--- src/hw/rtl/asbc_pkg.sv ---
// Shared constants, result codes and beat structures for the aligned sparse block compressor.
// Used by asbc_lane, asbc_emit and aligned_sparse_block_compress_w; depends on nothing.
`default_nettype none

package asbc_pkg;

   // Geometry of one source word and of the tile.
   localparam int WORD_ELEMS  = 8;
   localparam int BLOCK_ELEMS = 4;
   localparam int PORTS       = 4;
   localparam int ROWS_MAX    = 64;
   localparam int ELEM_BITS   = 8;
   localparam int NBLK        = WORD_ELEMS / BLOCK_ELEMS;

   // Derived widths.
   localparam int WORD_W     = WORD_ELEMS * ELEM_BITS;
   localparam int BLOCK_W    = BLOCK_ELEMS * ELEM_BITS;
   localparam int SRC_W      = $clog2(2 * WORD_ELEMS);
   localparam int CNT_W      = $clog2(ROWS_MAX + 1);
   localparam int ROW_W      = (ROWS_MAX > 1) ? $clog2(ROWS_MAX) : 1;

   // Fixed field widths of the beats.
   localparam int SHIFT_W = 3;
   localparam int KIND_W  = 2;
   localparam int PORT_W  = 2;
   localparam int BLK_W   = 1;
   localparam int SLOT_W  = 6;
   localparam int VAL_W   = 9;

   localparam int REQ_RAW_W  = 2 * WORD_W;
   localparam int REQ_DATA_W = ((REQ_RAW_W + 7) / 8) * 8;
   localparam int RSP_RAW_W  = PORT_W + BLK_W + SLOT_W + VAL_W + WORD_W;
   localparam int RSP_DATA_W = ((RSP_RAW_W + 7) / 8) * 8;
   localparam int RSP_PAD_W  = RSP_DATA_W - RSP_RAW_W;

   // Result kinds carried on tuser.
   typedef enum logic [KIND_W-1:0] {
      KIND_ROW     = 2'd0,
      KIND_APPEND  = 2'd1,
      KIND_LENGTH  = 2'd2,
      KIND_MAXIMUM = 2'd3
   } kind_type;

   // What one block lane reports for the item being accepted.
   typedef struct packed {
      logic                         app;
      logic [SLOT_W-1:0]            slot;
      logic [PORTS-1:0][CNT_W-1:0]  counts;
   } lane_out_type;

   // One accepted item, as handed to the result sequencer.
   typedef struct packed {
      logic [WORD_W-1:0]                     row;
      logic [PORT_W-1:0]                     port;
      logic [ROW_W-1:0]                      row_idx;
      logic                                  last;
      logic [NBLK-1:0]                       app;
      logic [NBLK-1:0][SLOT_W-1:0]           slot;
      logic [NBLK-1:0][PORTS-1:0][CNT_W-1:0] counts;
   } job_type;

endpackage

`default_nettype wire

--- src/hw/rtl/asbc_lane.sv ---
// One block lane: non-zero detection and the per-port list lengths of one element block.
// Depends on asbc_pkg.
`default_nettype none

module asbc_lane (
   input  wire logic                                clock,
   input  wire logic                                reset,
   input  wire logic                                accept,
   input  wire logic [asbc_pkg::PORT_W-1:0]         port,
   input  wire logic                                last,
   input  wire logic [asbc_pkg::BLOCK_W-1:0]        blk_data,
   output      asbc_pkg::lane_out_type              lane_out
);

   logic [asbc_pkg::PORTS-1:0][asbc_pkg::CNT_W-1:0] cnt_ff;
   logic [asbc_pkg::PORTS-1:0][asbc_pkg::CNT_W-1:0] cnt_in;
   logic [asbc_pkg::PORTS-1:0][asbc_pkg::CNT_W-1:0] cnt_upd;
   logic [asbc_pkg::CNT_W-1:0]                      cur_cnt;
   logic                                            nz;
   logic                                            app;

   // A block is appended when any element is non-zero and the list is not yet full.
   always_comb begin
      nz      = |blk_data;
      cur_cnt = cnt_ff[port];
      app     = nz && (cur_cnt < asbc_pkg::CNT_W'(asbc_pkg::ROWS_MAX));
      for (int p = 0; p < asbc_pkg::PORTS; p++) begin
         cnt_upd[p] = cnt_ff[p] +
                      asbc_pkg::CNT_W'(app && (port == asbc_pkg::PORT_W'(p)));
      end
      cnt_in = last ? '0 : cnt_upd;
   end

   // The lengths after this beat are reported so that the last row can snapshot them.
   always_comb begin
      lane_out.app    = app;
      lane_out.slot   = cur_cnt[asbc_pkg::SLOT_W-1:0];
      lane_out.counts = cnt_upd;
   end

   always_ff @(posedge clock) begin
      if (reset) begin
         cnt_ff <= '0;
      end else if (accept) begin
         cnt_ff <= cnt_in;
      end
   end

endmodule

`default_nettype wire

--- src/hw/rtl/asbc_emit.sv ---
// Result sequencer: merges the lane findings of one item into result beats, one per free cycle,
// and forms the per-block sums and their maximum while the lengths go out. Depends on asbc_pkg.
`default_nettype none

module asbc_emit (
   input  wire logic                              clock,
   input  wire logic                              reset,
   input  wire logic                              job_load,
   input  wire asbc_pkg::job_type                 load_job,
   output      logic                              job_ready,
   output      logic                              rsp_valid,
   input  wire logic                              rsp_ready,
   output      asbc_pkg::kind_type                rsp_kind,
   output      logic [asbc_pkg::PORT_W-1:0]       rsp_port,
   output      logic [asbc_pkg::BLK_W-1:0]        rsp_blk,
   output      logic [asbc_pkg::SLOT_W-1:0]       rsp_slot,
   output      logic [asbc_pkg::VAL_W-1:0]        rsp_val,
   output      logic [asbc_pkg::WORD_W-1:0]       rsp_row,
   output      logic                              rsp_end
);

   typedef enum logic [3:0] {
      PH_ROW     = 4'b0001,
      PH_APPEND  = 4'b0010,
      PH_LENGTH  = 4'b0100,
      PH_MAXIMUM = 4'b1000
   } phase_type;

   asbc_pkg::job_type                job_ff;
   logic                             job_vld_ff, job_vld_in;
   phase_type                        phase_ff, phase_in;
   logic [asbc_pkg::NBLK-1:0]        pend_ff, pend_in;
   logic [asbc_pkg::PORT_W-1:0]      len_port_ff, len_port_in;
   logic [asbc_pkg::BLK_W-1:0]       len_blk_ff, len_blk_in;
   logic [asbc_pkg::VAL_W-1:0]       sum_ff, sum_in;
   logic [asbc_pkg::VAL_W-1:0]       max_ff, max_in;

   logic                             rsp_vld_ff, rsp_vld_in;
   asbc_pkg::kind_type               kind_ff, kind_in;
   logic [asbc_pkg::PORT_W-1:0]      port_ff, port_in;
   logic [asbc_pkg::BLK_W-1:0]       blk_ff, blk_in;
   logic [asbc_pkg::SLOT_W-1:0]      slot_ff, slot_in;
   logic [asbc_pkg::VAL_W-1:0]       val_ff, val_in;
   logic [asbc_pkg::WORD_W-1:0]      row_ff, row_in;
   logic                             end_ff, end_in;

   logic                             out_free;
   logic                             finish;
   logic [asbc_pkg::NBLK-1:0]        sel_oh;
   logic [asbc_pkg::NBLK-1:0]        rem;
   logic [asbc_pkg::BLK_W-1:0]       sel_idx;
   logic [asbc_pkg::CNT_W-1:0]       len_cnt;
   logic [asbc_pkg::CNT_W-1:0]       len_one;
   logic [asbc_pkg::VAL_W-1:0]       sum_new;
   logic                             last_port;

   // Next-beat selection: each cycle the output is free, the held item moves one result into it.
   always_comb begin
      out_free    = !rsp_vld_ff || rsp_ready;
      finish      = 1'b0;
      job_vld_in  = job_vld_ff;
      phase_in    = phase_ff;
      pend_in     = pend_ff;
      len_port_in = len_port_ff;
      len_blk_in  = len_blk_ff;
      sum_in      = sum_ff;
      max_in      = max_ff;

      rsp_vld_in  = rsp_vld_ff && !rsp_ready;
      kind_in     = kind_ff;
      port_in     = port_ff;
      blk_in      = blk_ff;
      slot_in     = slot_ff;
      val_in      = val_ff;
      row_in      = row_ff;
      end_in      = end_ff;

      sel_oh  = pend_ff & (~pend_ff + 1'b1);
      rem     = pend_ff & ~sel_oh;
      sel_idx = '0;
      for (int b = asbc_pkg::NBLK - 1; b >= 0; b--) begin
         if (pend_ff[b]) begin
            sel_idx = asbc_pkg::BLK_W'(b);
         end
      end

      len_cnt   = job_ff.counts[len_blk_ff][len_port_ff];
      len_one   = (len_cnt == '0) ? asbc_pkg::CNT_W'(1) : len_cnt;
      sum_new   = sum_ff + asbc_pkg::VAL_W'(len_one);
      last_port = (len_port_ff == asbc_pkg::PORT_W'(asbc_pkg::PORTS - 1));

      if (job_vld_ff && out_free) begin
         rsp_vld_in = 1'b1;
         kind_in    = asbc_pkg::KIND_ROW;
         port_in    = job_ff.port;
         blk_in     = '0;
         slot_in    = '0;
         val_in     = '0;
         row_in     = '0;
         end_in     = 1'b0;
         case (phase_ff)
            PH_ROW: begin
               row_in = job_ff.row;
               end_in = (pend_ff == '0) && !job_ff.last;
               if (pend_ff != '0) begin
                  phase_in = PH_APPEND;
               end else if (job_ff.last) begin
                  phase_in = PH_LENGTH;
               end else begin
                  finish = 1'b1;
               end
            end
            PH_APPEND: begin
               kind_in = asbc_pkg::KIND_APPEND;
               blk_in  = sel_idx;
               slot_in = job_ff.slot[sel_idx];
               val_in  = asbc_pkg::VAL_W'(job_ff.row_idx);
               end_in  = (rem == '0) && !job_ff.last;
               pend_in = rem;
               if (rem == '0) begin
                  if (job_ff.last) begin
                     phase_in = PH_LENGTH;
                  end else begin
                     finish = 1'b1;
                  end
               end
            end
            PH_LENGTH: begin
               // Lengths go out block by block; the block sum closes on its last port.
               kind_in = asbc_pkg::KIND_LENGTH;
               port_in = len_port_ff;
               blk_in  = len_blk_ff;
               val_in  = asbc_pkg::VAL_W'(len_cnt);
               if (last_port) begin
                  len_port_in = '0;
                  sum_in      = '0;
                  if (sum_new > max_ff) begin
                     max_in = sum_new;
                  end
                  if (len_blk_ff == asbc_pkg::BLK_W'(asbc_pkg::NBLK - 1)) begin
                     phase_in = PH_MAXIMUM;
                  end else begin
                     len_blk_in = len_blk_ff + 1'b1;
                  end
               end else begin
                  len_port_in = len_port_ff + 1'b1;
                  sum_in      = sum_new;
               end
            end
            PH_MAXIMUM: begin
               kind_in = asbc_pkg::KIND_MAXIMUM;
               port_in = '0;
               val_in  = max_ff;
               end_in  = 1'b1;
               finish  = 1'b1;
            end
            default: begin
               finish = 1'b1;
            end
         endcase
      end

      if (finish) begin
         job_vld_in = 1'b0;
      end
      job_ready = !job_vld_ff || finish;

      // A new item takes the holding register in the cycle the previous one leaves.
      if (job_load) begin
         job_vld_in  = 1'b1;
         phase_in    = PH_ROW;
         pend_in     = load_job.app;
         len_port_in = '0;
         len_blk_in  = '0;
         sum_in      = '0;
         max_in      = '0;
      end
   end

   always_ff @(posedge clock) begin
      if (reset) begin
         job_vld_ff <= 1'b0;
         rsp_vld_ff <= 1'b0;
         phase_ff   <= PH_ROW;
      end else begin
         job_vld_ff <= job_vld_in;
         rsp_vld_ff <= rsp_vld_in;
         phase_ff   <= phase_in;
      end
   end

   always_ff @(posedge clock) begin
      if (job_load) begin
         job_ff <= load_job;
      end
      pend_ff     <= pend_in;
      len_port_ff <= len_port_in;
      len_blk_ff  <= len_blk_in;
      sum_ff      <= sum_in;
      max_ff      <= max_in;
      kind_ff     <= kind_in;
      port_ff     <= port_in;
      blk_ff      <= blk_in;
      slot_ff     <= slot_in;
      val_ff      <= val_in;
      row_ff      <= row_in;
      end_ff      <= end_in;
   end

   assign rsp_valid = rsp_vld_ff;
   assign rsp_kind  = kind_ff;
   assign rsp_port  = port_ff;
   assign rsp_blk   = blk_ff;
   assign rsp_slot  = slot_ff;
   assign rsp_val   = val_ff;
   assign rsp_row   = row_ff;
   assign rsp_end   = end_ff;

   // The maximum always closes the run of its item.
   a_max_ends_run: assert property (@(posedge clock) disable iff (reset)
      rsp_vld_ff && (kind_ff == asbc_pkg::KIND_MAXIMUM) |-> end_ff)
      else $error("maximum beat without run end");

   // Lengths are only sequenced for an item that closes the tile.
   a_length_needs_last: assert property (@(posedge clock) disable iff (reset)
      job_vld_ff && (phase_ff == PH_LENGTH) |-> job_ff.last)
      else $error("length phase on an item without last row");

   // The append phase is never entered with nothing left to append.
   a_append_pending: assert property (@(posedge clock) disable iff (reset)
      job_vld_ff && (phase_ff == PH_APPEND) |-> (pend_ff != '0))
      else $error("append phase with no pending block");

   // Once a run end is taken and no item is held, no stray beat follows.
   a_no_stray_beat: assert property (@(posedge clock) disable iff (reset)
      rsp_vld_ff && rsp_ready && end_ff && !job_vld_ff |=> !rsp_vld_ff)
      else $error("result beat without an item");

endmodule

`default_nettype wire

--- src/hw/rtl/aligned_sparse_block_compress_w.sv ---
// Top level of the aligned sparse block compressor: realignment, block lanes and sequencer.
// Depends on asbc_pkg, asbc_lane and asbc_emit.
//
// Each request beat carries one port's source word and the word after it, rows in order with
// ports inner. The word is realigned by align_shift elements and sent out first; then, for every
// element block that holds a non-zero element and whose list is not full, an append beat gives
// the row index and the list slot. A beat with tlast also produces all per-port, per-block list
// lengths (block outer, port inner) and the maximum over blocks of the port sums, a zero length
// counting as one; all counters then restart. Results leave through a single output register,
// one beat per cycle while rsp_tready allows; an item gives its row beat and one beat per append,
// and a last item also its length beats and the maximum. A new request is taken in the same cycle
// that the previous item hands over its final result, and while that result still waits in the
// output register. align_shift must be written only while idle; the block does not enforce it.
`default_nettype none

module aligned_sparse_block_compress_w (
   input  wire logic                                 clock,
   input  wire logic                                 reset,
   // Configuration: align_shift.
   input  wire logic                                 csr_wr_en,
   input  wire logic [asbc_pkg::SHIFT_W-1:0]         csr_wr_data,
   // Request beats.
   input  wire logic                                 req_tvalid,
   output      logic                                 req_tready,
   input  wire logic [asbc_pkg::REQ_DATA_W-1:0]      req_tdata,  // current_word, following_word
   input  wire logic                                 req_tlast,  // last_row
   // Result beats.
   output      logic                                 rsp_tvalid,
   input  wire logic                                 rsp_tready,
   // port_index, block_index, list_slot, result_value, aligned_row, zero fill
   output      logic [asbc_pkg::RSP_DATA_W-1:0]      rsp_tdata,
   output      logic [asbc_pkg::KIND_W-1:0]          rsp_tuser,  // result_kind
   output      logic                                 rsp_tlast   // run_end
);

   logic [asbc_pkg::SHIFT_W-1:0]                      shift_ff;
   logic [asbc_pkg::PORT_W-1:0]                       port_ff, port_in;
   logic [asbc_pkg::ROW_W-1:0]                        rowc_ff, rowc_in;
   logic                                              accept;
   logic [asbc_pkg::SRC_W-1:0]                        shamt;
   logic [2*asbc_pkg::WORD_ELEMS-1:0][asbc_pkg::ELEM_BITS-1:0] pair;
   logic [asbc_pkg::WORD_ELEMS-1:0][asbc_pkg::ELEM_BITS-1:0]   aligned;
   asbc_pkg::lane_out_type                            lane_out [asbc_pkg::NBLK];
   asbc_pkg::job_type                                 job;

   asbc_pkg::kind_type                                e_kind;
   logic [asbc_pkg::PORT_W-1:0]                       e_port;
   logic [asbc_pkg::BLK_W-1:0]                        e_blk;
   logic [asbc_pkg::SLOT_W-1:0]                       e_slot;
   logic [asbc_pkg::VAL_W-1:0]                        e_val;
   logic [asbc_pkg::WORD_W-1:0]                       e_row;

   assign accept = req_tvalid && req_tready;

   // Shift register for the realignment offset.
   always_ff @(posedge clock) begin
      if (reset) begin
         shift_ff <= '0;
      end else if (csr_wr_en) begin
         shift_ff <= csr_wr_data;
      end
   end

   // Realignment: element i comes from element i + shift of the two-word window.
   always_comb begin
      pair  = req_tdata[asbc_pkg::REQ_RAW_W-1:0];
      shamt = asbc_pkg::SRC_W'(shift_ff % asbc_pkg::WORD_ELEMS);
      for (int i = 0; i < asbc_pkg::WORD_ELEMS; i++) begin
         aligned[i] = pair[asbc_pkg::SRC_W'(i) + shamt];
      end
   end

   // Port and row position within the tile.
   always_comb begin
      port_in = port_ff;
      rowc_in = rowc_ff;
      if (req_tlast) begin
         port_in = '0;
         rowc_in = '0;
      end else if (port_ff == asbc_pkg::PORT_W'(asbc_pkg::PORTS - 1)) begin
         port_in = '0;
         rowc_in = (rowc_ff == asbc_pkg::ROW_W'(asbc_pkg::ROWS_MAX - 1)) ? '0 : rowc_ff + 1'b1;
      end else begin
         port_in = port_ff + 1'b1;
      end
   end

   always_ff @(posedge clock) begin
      if (reset) begin
         port_ff <= '0;
         rowc_ff <= '0;
      end else if (accept) begin
         port_ff <= port_in;
         rowc_ff <= rowc_in;
      end
   end

   // One lane per element block.
   for (genvar b = 0; b < asbc_pkg::NBLK; b++) begin : g_lane
      asbc_lane u_lane (
         .clock    (clock),
         .reset    (reset),
         .accept   (accept),
         .port     (port_ff),
         .last     (req_tlast),
         .blk_data (aligned[b*asbc_pkg::BLOCK_ELEMS +: asbc_pkg::BLOCK_ELEMS]),
         .lane_out (lane_out[b])
      );
   end

   // Gather the lane findings into the item handed to the sequencer.
   always_comb begin
      job.row     = aligned;
      job.port    = port_ff;
      job.row_idx = rowc_ff;
      job.last    = req_tlast;
      for (int b = 0; b < asbc_pkg::NBLK; b++) begin
         job.app[b]    = lane_out[b].app;
         job.slot[b]   = lane_out[b].slot;
         job.counts[b] = lane_out[b].counts;
      end
   end

   asbc_emit u_emit (
      .clock     (clock),
      .reset     (reset),
      .job_load  (accept),
      .load_job  (job),
      .job_ready (req_tready),
      .rsp_valid (rsp_tvalid),
      .rsp_ready (rsp_tready),
      .rsp_kind  (e_kind),
      .rsp_port  (e_port),
      .rsp_blk   (e_blk),
      .rsp_slot  (e_slot),
      .rsp_val   (e_val),
      .rsp_row   (e_row),
      .rsp_end   (rsp_tlast)
   );

   // Result beat packing, first field lowest.
   assign rsp_tdata = {asbc_pkg::RSP_PAD_W'(0), e_row, e_val, e_slot, e_blk, e_port};
   assign rsp_tuser = e_kind;

endmodule

`default_nettype wire

--- config.mk ---
export PLATFORM = sky130hd
export DESIGN_NAME = aligned_sparse_block_compress_w
export DESIGN_NICKNAME = d
export VERILOG_FILES = /design/src/hw/rtl/asbc_pkg.sv /design/src/hw/rtl/asbc_lane.sv /design/src/hw/rtl/asbc_emit.sv /design/src/hw/rtl/aligned_sparse_block_compress_w.sv
export SDC_FILE = /design/constraint.sdc
export NUM_CORES = 1
export LEC_CHECK = 0
export BUFFER_PORTS_ARGS = -buffer_cell sky130_fd_sc_hd__buf_2
export CAP_MARGIN = 10
export CORE_ASPECT_RATIO = 0.8
export CORE_MARGIN = 4
export CORE_UTILIZATION = 55
export CTS_BUF_LIST = sky130_fd_sc_hd__clkbuf_8
export DETAILED_ROUTE_END_ITERATION = 6
export GPL_TIMING_DRIVEN = 0
export PLACE_DENSITY = 0.91
export SETUP_SLACK_MARGIN = 0.4
export SYNTH_ARGS = -nofsm -noshare
export SYNTH_HDL_FRONTEND = slang
export SYNTH_SLANG_ARGS = --single-unit
--- constraint.sdc ---
create_clock -name clock -period 5.32 [get_ports clock]
set_input_delay 0.798 -clock clock [delete_from_list [all_inputs] [get_ports clock]]
set_output_delay 0.798 -clock clock [all_outputs]
set_load 0.01 [all_outputs]
## Word-level counts from Yosys, hierarchy flattened

Cells that the tools add are included.

| storage, ports and cells | value |
|---|---|
| register bits | 322 |
| input port bits | 137 |
| output and inout bits | 93 |
| word-level logic and storage cells | 193 |

| cells by class | value |
|---|---|
| add/sub/neg operators | 21 |
| magnitude comparators | 15 |
| eq/ne operators | 12 |
| multiplexer cells | 61 |
| bitwise gates (word level) | 4 |
| reduce and logical (&&, ||, !) cells | 40 |

Operator list:

| operator | number |
|---|---|
| $bmux 8 s4 | 7 |
| $mux 28 | 4 |
| $mux 8 | 8 |
| $reduce_or 32->1 | 2 |
| $add 7x1->7 | 8 |
| $bmux 7 s2 | 3 |
| $lt 4x5->1 const B | 7 |
| $mux 6 | 5 |
| $mux 7 | 4 |
| $pmux 9 s3 | 1 |
| $bmux 8 s3 | 1 |
| $mux 4 | 5 |
| $add 3x3->4 const A | 4 |
| $logic_and 1x1->1 | 15 |
| $lt 7x7->1 const B | 2 |
| $mux 2 | 6 |
| $pmux 4 s3 | 1 |
| $mux 1 | 10 |
| $reduce_bool 2->1 | 5 |
| $add 9x7->9 | 1 |
| $gt 9x9->1 | 1 |
| $mux 9 | 1 |
| $add 2x3->4 const A | 2 |
| $logic_not 7->1 | 1 |
| 30 further kinds | 49 |

## Longest topological paths before layout

Gate-level depths: netlist of the first run.

| logic depth | value |
|---|---|
| depth in word-level cells | 13 |
| gate-level depth with buffers | 23 |
| mapped depth without buffers | 18 |

## Hierarchy

From an unflattened synthesis of the first run, not the netlist that was laid out.

| second synthesis, totals | value |
|---|---|
| cells, all modules | 1450 |
| area, all modules | 18918.1 um^2 |

Modules (own cells, without submodules):

| module | times used | cells each | area an instance (um^2) | seq. area each (um^2) |
|---|---|---|---|---|
| asbc_emit | 1 | 599 | 9865.7 | 7387.1 |
| aligned_sparse_block_compress_w | 1 | 433 | 5307.6 | 220.2 |
| asbc_lane at g_lane[1].u_lane | 1 | 214 | 1935.6 | 560.5 |
| asbc_lane at g_lane[0].u_lane | 1 | 204 | 1809.2 | 560.5 |

## Least setup slack after synthesis of the first run

Ideal clock, no wire load.

| timing | value |
|---|---|
| kind | register to register |
| start point | register u_emit.len_blk_ff |
| end point | register u_emit.max_ff[1] in the netlist's numbering |
| library setup time | 0.210 ns |
| data arrival time | 5.030 ns |
| required time | 5.110 ns |
| slack | 0.080 ns |
| cell stages (with the launch flop) | 19 |
| path buffers | 3 |
| clock period less this slack | 5.240 ns |
| cells stage by stage | dfxtp_1 clkbuf_1 buf_1 mux4_2 mux2i_1 inv_1 ha_1 a21o_1 a21oi_1 o21bai_1 a2111oi_0 o21bai_1 nor2b_1 ha_1 a211o_1 o21ai_0 clkbuf_1 mux2i_1 nor2_1 |

| on the way | value |
|---|---|
| word-level cells in the longest chain between the ends | 9 |

Ends and longest elaborated chain:

| item | RTL line | source |
|---|---|---|
| from (decl) | asbc_emit.sv:34 | `logic [asbc_pkg::BLK_W-1:0] len_blk_ff, len_blk_in;` |
| from (signal assigned) | asbc_emit.sv:198 | `len_blk_ff <= len_blk_in;` |
| $mux 28 (implied by the code) * (2 in a row) | asbc_emit.sv:87 | `len_cnt = job_ff.counts[len_blk_ff][len_port_ff];` |
| $bmux 7 s2 * | asbc_emit.sv:87 |  |
| $mux 7 (implied by the code) * | asbc_emit.sv:87 |  |
| $logic_not 7->1 | asbc_emit.sv:88 | `len_one = (len_cnt == '0) ? asbc_pkg::CNT_W'(1) : len_cnt;` |
| $mux 7 * | asbc_emit.sv:88 |  |
| $add 9x7->9 * | asbc_emit.sv:89 | `sum_new = sum_ff + asbc_pkg::VAL_W'(len_one);` |
| via u_emit.sum_new, one bit | asbc_emit.sv:54 | `logic [asbc_pkg::VAL_W-1:0] sum_new;` |
| $gt 9x9->1 * | asbc_emit.sv:137 | `if (sum_new > max_ff) begin` |
| $reduce_and 4->1 (no source line) * | -- |  |
| to (signal assigned) | asbc_emit.sv:200 | `max_ff <= max_in;` |
| to (decl) | asbc_emit.sv:36 | `logic [asbc_pkg::VAL_W-1:0] max_ff, max_in;` |

The timed path passes the listed nets; every way through them passes the cells marked *. The select of a mux whose other input is x is not followed.
A chain may end at the register's enable or synchronous reset.

==> results of run 1 <==
[power by group]
group | leakage, nW | internal (mW) | switching [mW] | total, mW
combinational | 4.89 | 0.597 | 0.856 | 1.45
sequential | 2.98 | 2.94 | 0.0711 | 3.01
clock | 0.580 | 1.00 | 0.998 | 2.00
total | 8.45 | 4.54 | 1.93 | 6.46
[layout by cell type, fill, tap and decap left out, drive strengths merged, types with 5 or more instances in the layout]
cell type	instances
a211oi	9
mux2i	74
nand3	34
and2	66
mux4	162
a22oi	27
xor2	26
conb	6
a21o	6
ha	45
nor2	71
a21oi	37
nand2b	5
nor2b	9
nor3	12
clkbuf	104
buf	298
nand2	113
xnor2	22
dfxtp	94
a31oi	6
mux2	16
clkinv	6
nor4	22
a22o	51
edfxtp	228
o21ai	32
nand4b	7
inv	58
and3	5
[flip-flops by register name (all words and copies together), names as in the netlist]
| signal | count |
|---|---|
| u_emit.rsp_end | 1 |
| port_ff | 2 |
| u_emit.rsp_row | 64 |
| u_emit.phase_ff | 4 |
| u_emit.rsp_valid | 1 |
| u_emit.pend_ff | 2 |
| u_emit.max_ff | 9 |
| u_emit.rsp_blk | 1 |
| u_emit.rsp_val | 9 |
| g_lane.u_lane.cnt_ff | 56 |
| u_emit.len_port_ff | 2 |
| u_emit.job_ff | 141 |
| u_emit.sum_ff | 9 |
| u_emit.rsp_slot | 6 |
| shift_ff | 3 |
| u_emit.rsp_kind | 2 |
| rowc_ff | 6 |
| u_emit.rsp_port | 2 |
| u_emit.job_vld_ff | 1 |
| u_emit.len_blk_ff | 1 |
[metal layers]
metal	vias to the layer above	GRT usage (%)
met5	-	0
met4	4	11.58
met3	217	11.65
met2	1399	48.17
met1	7158	46.17
li1	6000	-
[final timing paths]
check / depth (start not counted) / end / start
setup / recovery: 20 / g_lane[0].u_lane.cnt_ff[13]$_SDFFE_PP0P_ / shift_ff[0]$_SDFFE_PP0P_
hold reg to reg: 2 / u_emit.max_ff[7]$_SDFFE_PP0P_ / u_emit.max_ff[7]$_SDFFE_PP0P_
setup reg to reg: 20 / g_lane[0].u_lane.cnt_ff[13]$_SDFFE_PP0P_ / shift_ff[0]$_SDFFE_PP0P_
hold / removal: 1 / u_emit.job_ff[70]$_DFFE_PP_ / req_tlast
[per-stage QoR]
| step | TNS (ps) | cells | worst slack, ps | power [mW] |
|---|---|---|---|---|
| after floorplan | 0 | 1377 | 445.1 | 3.836 |
| after global placement | -144080 | 2026 | -972.2 | 4.329 |
| after detailed placement | -81480 | 2029 | -1072 | 4.362 |
| after CTS | 0 | 2132 | 400.1 | 6.385 |
| after global routing | 0 | 2142 | 340.7 | 6.651 |
| final | 0 | 2142 | 454.3 | 6.460 |
[final cells by class]
type                            count  area (um^2)
Sequential cell                   322         8733
Timing Repair Buffer              248         1363
Tap cell                          427        534.3
Clock buffer                       55        757.0
Multi-Input combinational cell    924         9269
Clock inverter                     35        188.9
Inverter                           32        136.4
Buffer                             99        740.7
Fill cell                        2306        10980
[kinds of logic after synthesis]
group	synth area share, %
AOI/OAI and AO/OA	7.521
xor gates and xnor gates	2.295
adders and majority gates	3.183
buffers and inverters	3.429
DFF	47.65
muxes	25.36
other	0.02047
and+or+nand+nor	10.54
[timing repair]
action                                  4_1_cts  5_1_grt
gates resized for setup                      85       52
setup buffers                                13       10
pin swaps                                     3        8
endpoints found under the setup margin      123       51
==> results by group, run 1 <==
Synthesis
  • Main flop type after synthesis: edfxtp_1
  • Syn Std Cell Area: 0.01832 mm^2
  • Synth Instances: 1,372
  • Cell taking the most area after synthesis: edfxtp_1
  • Most common cell in the netlist: edfxtp_1
  • Synth unique cells: 69
  • Top cells by count, synth: 228 x edfxtp_1, 142 x mux4_2, 113 x nand2_1
  • Async set-or-reset flop fraction in the synthesized netlist: 0%
  • Post-synth top area share: 37.38%
  • Register bit total from synthesis: 322
  • Post-synth EDFFs: 228
  • Top cells by area, synth: edfxtp_1 37%, mux4_2 17%, dfxtp_1 10%, mux2i_1 4.0%, ha_1 3.1%
  • Avg Cell Area, Syn: 13.35 um^2
  • Register area share after synthesis: 47.65%
  • YS warnings: 0

Critical path
  • Crit. End Element: register
  • Data required, critical path: 5790 ps
  • CP max stage cell: or4_1
  • Crit path kind: register to register
  • Worst path arrival time: 5340 ps
  • Crit-path cells: buf_6 > buf_12 > buf_12 > clkinv_4 > buf_8 > ha_1 > buf_6 > buf_12 > mux4_2 > mux4_2 > or4_1 > nor4_4 > buf_4 > nor2_1 > ha_2 > ha_2 > nand3_1 > nor2_1 > xor2_1 > a22o_1
  • Crit path buf inv count: 8
  • Crit path max-delay family: simple AND/OR/NAND/NOR gates
  • CP max stage delay: 620 ps
  • Worst path most repeated cell: buf_12
  • Largest fanout on the critical path: 10
  • Worst setup SP type: register
  • Register-to-register setup slack: 450 ps

Run status
  • Run status: completed

Worst hold path
  • HP Class: primary input to register

Global routing
  • Initial antenna violation count: 2
  • All-Layer GR Usage: 32.90%
  • Largest net degree at the start of global routing: 101
  • Vias in the first global route: 14,252
  • First-pass GRT wire length: 89,150 um
  • GRT overflow: 0

Power
  • Maximum VDD drop: 0.0001790 V
  • Static Leakage: 8.451 nW
  • P per Cell Area: 297.4 mW/mm^2

Clock network
  • Num CTS Buffers: 49
  • Clock root cell: clkbuf_8
  • Hold-fix buffers, CTS: 0
  • Sinks on Clock Net: 322
  • Clk_lat worst skew: 640 ps
  • Clk pin slew, worst setup/hold paths: 60 ps
  • TritonCTS clock tree: done
  • H-tree levels: 2
  • CTS Buffer Depth: 3

Drt
  • DR vias: 14,778
  • Post-Route WL: 60,740 um
  • Top routing layer used: met5
  • M1 WL: 22,280 um
  • Vias/cell: 6.899
  • Metal3 WL: 9692 um
  • Wire per inst: 28.36 um
  • Initial DRC count: 2,131
  • DR DRC count: 0
  • Post-route ant nets: 0
  • Routed met2 length: 26,010 um
  • Initial DRT Pass Iterations: 5

Place
  • Area after DPL: 0.02007 mm^2
  • GP Congestion: 1.027
  • PortBufs: 222
  • DPL Wire Length: 45,050 um

Finish
  • Share of layout cells above drive strength 1: 34.23%
  • Layout Nets: 1,859
  • Syn-to-layout area delta: 18.59%
  • Final Cell Area: 0.02172 mm^2
  • Antenna diode count: 0
  • Finished Core Util: 66.42%

Timing
  • Final Cycle Share: 91.46%
  • Hold WS: 388.2 ps
  • Post-Route Skew: 61.07 ps
  • Slew HR: 24.18%
  • Slew @ Worst Pin: 1122 ps
  • Final Hold Viols: 0
  • Final setup viols: 0
  • Final Max Tran Viols: 0
  • Tmin final: 4866 ps
  • F_max: 205.5 MHz
  • RSZ-0062 raised after global routing: true

Job
  • Max-Cap Viols: 0

Floorplanning
  • Core Region: 0.03270 mm^2
  • Num ports: 230
  • Die Y: 171.2 um
  • FP Rows: 59
  • Initial core utilization: 56.01%
  • DIE AREA: 0.03630 mm^2
  • Die width: 212.0 um
Note: power is estimated with default switching activity, not from simulation.
==> inputs of run 2 (changes only) <==
--- a/config.mk
+++ b/config.mk
@@ -8,13 +8,15 @@
 export BUFFER_PORTS_ARGS = -buffer_cell sky130_fd_sc_hd__buf_2
 export CAP_MARGIN = 10
 export CORE_ASPECT_RATIO = 0.8
-export CORE_MARGIN = 4
+export CORE_MARGIN = 10
 export CORE_UTILIZATION = 55
 export CTS_BUF_LIST = sky130_fd_sc_hd__clkbuf_8
+export CTS_CLUSTER_SIZE = 10
 export DETAILED_ROUTE_END_ITERATION = 6
 export GPL_TIMING_DRIVEN = 0
 export PLACE_DENSITY = 0.91
 export SETUP_SLACK_MARGIN = 0.4
 export SYNTH_ARGS = -nofsm -noshare
 export SYNTH_HDL_FRONTEND = slang
+export SYNTH_HIERARCHICAL = 1
 export SYNTH_SLANG_ARGS = --single-unit
==> run 2 against run 1 <==
Effect of this change:
- hold slack gained 42 ps
- power grew 4.1%
- combinational power grew 11%
- non-clock buffer count shrank 3
- core utilization shrank 0.49 points
- critical path depth shrank 1
- via count grew 4.5%
- clock-buffer cell count shrank 1
- register-to-register slack gained 30 ps
- clock skew shrank 27 ps
- setup slack gained 29 ps
- highest routed layer unchanged
==> results by group, run 2 <==
Synthesis
  • Largest family of logic cells by synthesized area: multiplexers
  • Mux contribution to synthesized area: 24.13%
  • Register area share after synthesis: 46.14%
  • Main flop type after synthesis: edfxtp_1
  • Synth unique cells: 84
  • Post-synth top area share: 36.19%
  • Compound-Gate Fraction of Synth Area: 9.339%
  • Post-Synth Adder-Cell Area: 2.884%
  • Top cells by area, synth: edfxtp_1 36%, mux4_2 18%, dfxtp_1 9.9%, mux2i_1 3.0%, ha_1 2.8%
  • Syn Std Cell Area: 0.01892 mm^2
  • Async set-or-reset flop fraction in the synthesized netlist: 0%
  • Register bit total from synthesis: 322
  • Post-synth EDFFs: 228
  • Synth Instances: 1,450
  • Cell taking the most area after synthesis: edfxtp_1
  • YS warnings: 6
  • Top cells by count, synth: 228 x edfxtp_1, 153 x mux4_2, 106 x nand2_1
  • Most common cell in the netlist: edfxtp_1
  • Post-Synth Simple-Gate Area: 11.29%
  • Post-Synth XOR/XNOR Area: 2.361%
  • Avg Cell Area, Syn: 13.05 um^2

Critical path
  • R2R depth: 19
  • Crit path kind: register to register
  • Crit. End Element: register
  • CP max stage delay: 620 ps
  • Worst setup SP type: register
  • Data required, critical path: 5800 ps
  • CP max stage cell: mux4_2
  • Largest fanout on the critical path: 10
  • Worst path most repeated cell: buf_8
  • Crit-path cells: buf_8 > buf_8 > buf_6 > buf_8 > inv_1 > ha_1 > buf_6 > clkbuf_8 > mux4_2 > mux4_2 > nor4_4 > and4_4 > buf_4 > a2111oi_4 > ha_4 > ha_2 > nand3_1 > xnor2_1 > a22o_1
  • Worst path arrival time: 5320 ps

Global routing
  • GRT overflow: 0
  • First-pass GRT wire length: 95,370 um
  • Vias in the first global route: 15,027
  • Largest net degree at the start of global routing: 54
  • Initial antenna violation count: 6
  • All-Layer GR Usage: 30.49%

Drt
  • Initial DRT Pass Iterations: 6
  • Wire per inst: 29.53 um
  • Top routing layer used: met5
  • Routed met2 length: 29,290 um
  • Metal3 WL: 9403 um
  • M1 WL: 24,470 um
  • Vias/cell: 6.952
  • DR vias: 15,440
  • Post-Route WL: 65,600 um
  • Initial DRC count: 2,236
  • DR DRC count: 0
  • Post-route ant nets: 0

Finish
  • FF+latch area: 0.008730 mm^2
  • Finished Core Util: 65.94%
  • Layout Nets: 1,924
  • Largest register FFs: 141
  • Fillers: 2,384
  • Reg with most FFs: u_emit/job_ff
  • Syn-to-layout area delta: 17.74%
  • Commonest cells after routing, fill and taps aside: 241 x buf_2, 228 x edfxtp_1, 153 x mux4_2
  • Final Non-Filler Cells: 2,221
  • Share of layout cells above drive strength 1: 35.80%
  • Commonest non-fill, non-tap cell in the layout: buf_2
  • Multi-input gate area: 0.009842 mm^2

Timing
  • Final Hold Viols: 0
  • Hold WS: 430.1 ps
  • Post-Route Skew: 33.60 ps
  • Final Cycle Share: 90.92%
  • Setup slack after layout: 482.8 ps
  • Final setup viols: 0
  • Final Max Tran Viols: 0
  • Slew @ Worst Pin: 1155 ps
  • Slew HR: 22.40%
  • F_max: 206.7 MHz
  • RSZ-0062 raised after global routing: false
  • TNS Setup: 0 ps
  • Tmin final: 4837 ps

Floorplanning
  • Num ports: 230
  • Die width: 227.4 um
  • DIE AREA: 0.04226 mm^2
  • Core Region: 0.03378 mm^2
  • FP Rows: 60
  • Die Y: 185.9 um
  • Initial core utilization: 56.00%

Place
  • GP Congestion: 1.091
  • DPL Wire Length: 49,760 um
  • Setup WS pre-CTS: -1422 ps
  • Post-placement cell count: 2,116
  • PortBufs: 223

Clock network
  • Clk_lat worst skew: 610 ps
  • TritonCTS clock tree: done
  • H-tree levels: 2
  • Sinks on Clock Net: 322
  • Clock root cell: clkbuf_8
  • CTS Buffer Depth: 3
  • Clk pin slew, worst setup/hold paths: 60 ps
  • Num CTS Buffers: 50
  • Hold-fix buffers, CTS: 0

Worst hold path
  • Hold path depth: 0
  • HP Class: register to register

Power
  • Maximum VDD drop: 0.0001701 V
  • Static Leakage: 8.501 nW
  • P per Cell Area: 301.9 mW/mm^2

Job
  • Max-Cap Viols: 0

Run status
  • Run status: completed
-- run 2: changes by cell type after synthesis, sizes merged, moves of 7 or more --
cell	change
a41oi	+15
and3	+8
nor2b	+19
and2b	+7
a22o	-34
mux2i	-17
a22oi	+23
a31oi	+16
o21ai	+19
buf	+18
a21oi	+19
nand2	-7
clkbuf	-10
-- run 2: where the power goes --
group,switching (mW),total [mW],internal (mW)
clock network,0.973,2.06,1.08
registers,0.0750,3.05,2.98
logic,0.977,1.61,0.637
-- run 2: logic make-up after synthesis --
kind of cell	count (synthesis)
and+or+nand+nor	404
DFF	322
AOI/OAI and AO/OA	253
muxes	241
buffers and inverters	135
xor gates and xnor gates	51
adders and majority gates	43
other	1
-- run 2: worst paths after layout --
| kind | slack, ps | end | startpoint |
|---|---|---|---|
| setup reg to reg | 480 | g_lane[1].u_lane/cnt_ff[11]$_SDFFE_PP0P_ | shift_ff[0]$_SDFFE_PP0P_ |
| hold / removal | 430 | u_emit/job_ff[74]$_DFFE_PP_ | rowc_ff[3]$_SDFFE_PP0P_ |
| setup / recovery | 480 | g_lane[1].u_lane/cnt_ff[11]$_SDFFE_PP0P_ | shift_ff[0]$_SDFFE_PP0P_ |
| hold reg to reg | 430 | u_emit/job_ff[74]$_DFFE_PP_ | rowc_ff[3]$_SDFFE_PP0P_ |
-- run 2: critical path: cells and delay by family, from the launching register on --
kind	cells	cell delay (ps)
buffers and inverters	8	1400
muxes	2	950
xor gates and xnor gates	1	110
adders and majority gates	3	750
AOI/OAI and AO/OA	2	310
DFF	1	360
and+or+nand+nor	3	820
-- run 2: timing repair --
item / in CTS / in global routing
gates resized for setup: 86 / 56
pin swaps: 1 / 7
endpoints found under the setup margin: 123 / 58
buffers inserted: 2 / 8
-- run 2: metal layers --
metal	global-route usage (%)	up-vias
li1	-	6305
met5	0	-
met2	45.69	1269
met4	10.78	2
met3	10.79	204
met1	40.40	7660
-- run 2: cell type report --
class	instances	area share (%)
Multi-Input combinational cell	998	44.18
Sequential cell	322	39.19
Timing Repair Buffer	237	5.797
Buffer	107	3.460
Clock buffer	54	3.337
Tap cell	434	2.438
Clock inverter	36	1.045
Inverter	28	0.4943
Antenna cell	5	0.05617
-- run 2: per-stage QoR --
step                power [mW]  instance area, um^2
finish                   6.724                22280
global route             6.943                22270
CTS                      6.634                21980
detailed placement       4.542                20690
global placement         4.502                20600
floorplan                3.954                18940
==> inputs of run 3 (changes only) <==
--- a/config.mk
+++ b/config.mk
@@ -5,18 +5,18 @@
 export SDC_FILE = /design/constraint.sdc
 export NUM_CORES = 1
 export LEC_CHECK = 0
+export ABC_AREA = 1
 export BUFFER_PORTS_ARGS = -buffer_cell sky130_fd_sc_hd__buf_2
 export CAP_MARGIN = 10
 export CORE_ASPECT_RATIO = 0.8
 export CORE_MARGIN = 10
-export CORE_UTILIZATION = 55
+export CORE_UTILIZATION = 28
 export CTS_BUF_LIST = sky130_fd_sc_hd__clkbuf_8
 export CTS_CLUSTER_SIZE = 10
 export DETAILED_ROUTE_END_ITERATION = 6
 export GPL_TIMING_DRIVEN = 0
-export PLACE_DENSITY = 0.91
+export PLACE_DENSITY = 0.58
 export SETUP_SLACK_MARGIN = 0.4
 export SYNTH_ARGS = -nofsm -noshare
 export SYNTH_HDL_FRONTEND = slang
-export SYNTH_HIERARCHICAL = 1
 export SYNTH_SLANG_ARGS = --single-unit
==> run 3 against run 2 <==
Effect of this change:
- the run now ends with DRC left
- wire length up 30%
- sequential cell count is the same
- die area increased by 84%
- register-to-register slack better by 40 ps
- core utilization down 32 points
- area after synthesis decreased by 0.99%
- final cell count up 62%
- non-clock buffer count grew 20
- clock skew down 1.6 ps
- largest cell class is now sequential cells
==> results by group, run 3 <==
Finish
  • Syn-to-layout area delta: 19.54%
  • FF+latch area: 0.008730 mm^2
  • Fillers: 7,100
  • Commonest cells after routing, fill and taps aside: 550 x nand3_1, 537 x nand2_1, 266 x buf_2
  • Multi-input gate area: 0.008477 mm^2
  • Final Cell Area: 0.02239 mm^2
  • Commonest non-fill, non-tap cell in the layout: nand3_1
  • Largest register FFs: 141
  • Layout Nets: 2,861
  • Reg with most FFs: u_emit.job_ff
  • Share of layout cells above drive strength 1: 17.47%
  • Finished Core Util: 33.93%

Clock network
  • Num CTS Buffers: 56
  • Clk_lat worst skew: 660 ps
  • Clock root cell: clkbuf_8
  • CTS Buffer Depth: 3
  • TritonCTS clock tree: done
  • H-tree levels: 2
  • Sinks on Clock Net: 322
  • Clk pin slew, worst setup/hold paths: 60 ps
  • Hold-fix buffers, CTS: 0

Power
  • Register share of total power: 42.5%
  • P per Cell Area: 317.7 mW/mm^2
  • Maximum VDD drop: 0.0001809 V
  • P_sw: 2.486 mW
  • Net Sw Frac: 34.95%
  • Static Leakage: 10.06 nW
  • Clock Power Share: 32.1%
  • Combinational Power Share: 25.4%
  • Internal Power: 4.628 mW

Synthesis
  • Post-Synth Adder-Cell Area: 3.113%
  • Post-synth EDFFs: 228
  • Most common cell in the netlist: nand3_1
  • Top cells by count, synth: 550 x nand3_1, 541 x nand2_1, 238 x inv_1
  • Post-synth top area share: 36.55%
  • Compound-Gate Fraction of Synth Area: 8.169%
  • Async set-or-reset flop fraction in the synthesized netlist: 0%
  • Main flop type after synthesis: edfxtp_1
  • Register area share after synthesis: 46.60%
  • Post-Synth Simple-Gate Area: 31.05%
  • Cell taking the most area after synthesis: edfxtp_1
  • Synth unique cells: 49
  • Avg Cell Area, Syn: 7.857 um^2
  • Largest family of logic cells by synthesized area: simple AND/OR/NAND/NOR gates
  • Syn Std Cell Area: 0.01873 mm^2
  • Synth Instances: 2,384
  • Post-Synth XOR/XNOR Area: 2.151%
  • YS warnings: 0
  • Top cells by area, synth: edfxtp_1 37%, nand3_1 15%, nand2_1 11%, dfxtp_1 10%, inv_1 4.8%
  • Register bit total from synthesis: 322
  • Mux contribution to synthesized area: 0.1069%

Floorplanning
  • DIE AREA: 0.07771 mm^2
  • FP Rows: 84
  • Num ports: 230
  • Die width: 309.2 um
  • Initial core utilization: 28.38%
  • Core Region: 0.06600 mm^2
  • Die Y: 251.3 um

Critical path
  • Largest fanout on the critical path: 13
  • Critical R2R Launch: shift_ff[2]$_SDFFE_PP0P_
  • Crit. End Element: register
  • Crit path max-delay family: buffers and inverters
  • CP max stage cell: buf_4
  • Crit-path cells: inv_1 > clkbuf_4 > buf_4 > ha_1 > buf_4 > inv_4 > a21oi_4 > buf_12 > buf_4 > buf_4 > a21oi_1 > nand2_1 > nand2_2 > nor2_1 > nand2_1 > nor2_1 > nand2_1 > nand2_1 > nor2_1 > ha_1 > ha_1 > nand3_1 > xor2_1 > inv_1
  • Register-to-register setup slack: 530 ps
  • CP max stage delay: 350 ps
  • Data required, critical path: 5700 ps
  • R2r endpoint: u_emit.job_ff[46]$_DFFE_PP_
  • Worst path arrival time: 5180 ps
  • Crit path kind: register to register
  • R2R depth: 24
  • Crit path buf inv count: 9
  • Worst setup SP type: register

Drt
  • Wire per inst: 23.72 um
  • DR DRC count: 1
  • Initial DRC count: 2,327
  • Initial DRT Pass Iterations: 7
  • DR vias: 18,696
  • Post-Route WL: 85,090 um
  • Vias/cell: 5.212
  • Post-route ant nets: 0

Place
  • DPL Wire Length: 67,440 um
  • Area after DPL: 0.02102 mm^2
  • GP Congestion: 1.036
  • PortBufs: 223

Timing
  • Final Max Tran Viols: 0
  • Final setup viols: 0
  • Tmin final: 4795 ps
  • Slew @ Worst Pin: 981.0 ps
  • RSZ-0062 raised after global routing: false
  • Post-Route Skew: 31.96 ps
  • Final Hold Viols: 0
  • F_max: 208.6 MHz
  • Slew HR: 34.60%
  • Final Cycle Share: 90.13%

Global routing
  • All-Layer GR Usage: 21.12%
  • GRT overflow: 0
  • Initial antenna violation count: 4
  • Vias in the first global route: 17,942
  • First-pass GRT wire length: 120,800 um
  • Largest net degree at the start of global routing: 79

Worst hold path
  • Hold path start: rsp_tready
  • Hold path depth: 4
  • Worst Hold End: u_emit.rsp_valid$_SDFF_PP0_
  • HP Class: primary input to register

Run status
  • Run status: finished, violations left
  • Failing checks: DRC

Job
  • Max-Cap Viols: 0
## run 3: power by group through the flow
| stage | combinational, mW | clock [mW] | sequential (mW) |
|---|---|---|---|
| detailed placement | 1.70 | 0 | 3.07 |
| floorplan | 0.914 | 0 | 3.09 |
| CTS | 1.73 | 2.37 | 3.02 |
| finish | 1.81 | 2.28 | 3.02 |
| global route | 1.93 | 2.47 | 3.04 |
| global placement | 1.70 | 0 | 3.09 |
## run 3: final cells by class
cell class / count / share of cell area, %
multi-input combinational: 1683 / 37.86
antenna: 3 / 0.03353
timing repair buffer: 231 / 5.509
tap: 860 / 4.805
inverter: 251 / 4.291
clock inverter: 37 / 0.8884
buffer: 133 / 3.515
sequential: 322 / 38.98
clock buffer: 67 / 4.118
## run 3: timing repair
action	CTS	global route
setup buffers	4	1
endpoints found under the setup margin	115	66
gates resized for setup	28	61
## run 3: worst max path at each step
stage,startpoint,end,slack (ps),depth (start not counted)
2_1_floorplan,rsp_tready,u_emit.job_ff[0]$_DFFE_PP_,780,9
3_3_place_gp,rsp_tready,u_emit.job_ff[122]$_DFFE_PP_,-1360,10
3_5_place_dp,shift_ff[2]$_SDFFE_PP0P_,g_lane[1].u_lane.cnt_ff[13]$_SDFFE_PP0P_,-760,24
4_1_cts,shift_ff[0]$_SDFFE_PP0P_,g_lane[0].u_lane.cnt_ff[13]$_SDFFE_PP0P_,400,25
5_1_grt,shift_ff[0]$_SDFFE_PP0P_,g_lane[0].u_lane.cnt_ff[13]$_SDFFE_PP0P_,400,25
6_report,shift_ff[2]$_SDFFE_PP0P_,u_emit.job_ff[46]$_DFFE_PP_,530,24
## run 3: cells by family after synthesis
family,after synthesis
flip-flops,322
multiplexers,2
other,1
buffers and inverters,384
AND/OR/NAND/NOR,1325
XOR/XNOR,46
adder cells (fa/ha/maj),46
AO/OA/AOI/OAI,258
## run 3: stage by stage
step	power [mW]	hold slack [ps]	setup TNS (ps)	worst slack, ps	instances
2_1_floorplan	4.003	444.4	0	778.6	2389
5_1_grt	7.434	399.3	0	396.9	3585
4_1_cts	7.117	356.1	0	400.4	3583
3_5_place_dp	4.777	458.4	-18900	-757.7	3475
3_3_place_gp	4.785	457.7	-221090	-1362	3472
6_report	7.114	432.3	0	525.0	3587
## run 3: metal layers
| metal | up-vias | track usage, % | wire, um |
|---|---|---|---|
| met3 | 205 | 5.402 | 8860 |
| met1 | 8843 | 30.22 | 38830 |
| met2 | 975 | 29.87 | 34160 |
| li1 | 8671 | - | - |
| met4 | 2 | 8.026 | 3227 |
| met5 | - | 0 | 13 |
## run 3: worst min-delay path, cell delays in order
cell     delay [ps]
buf_2            80
inv_1            30
nand2_1          60
a21oi_1          60
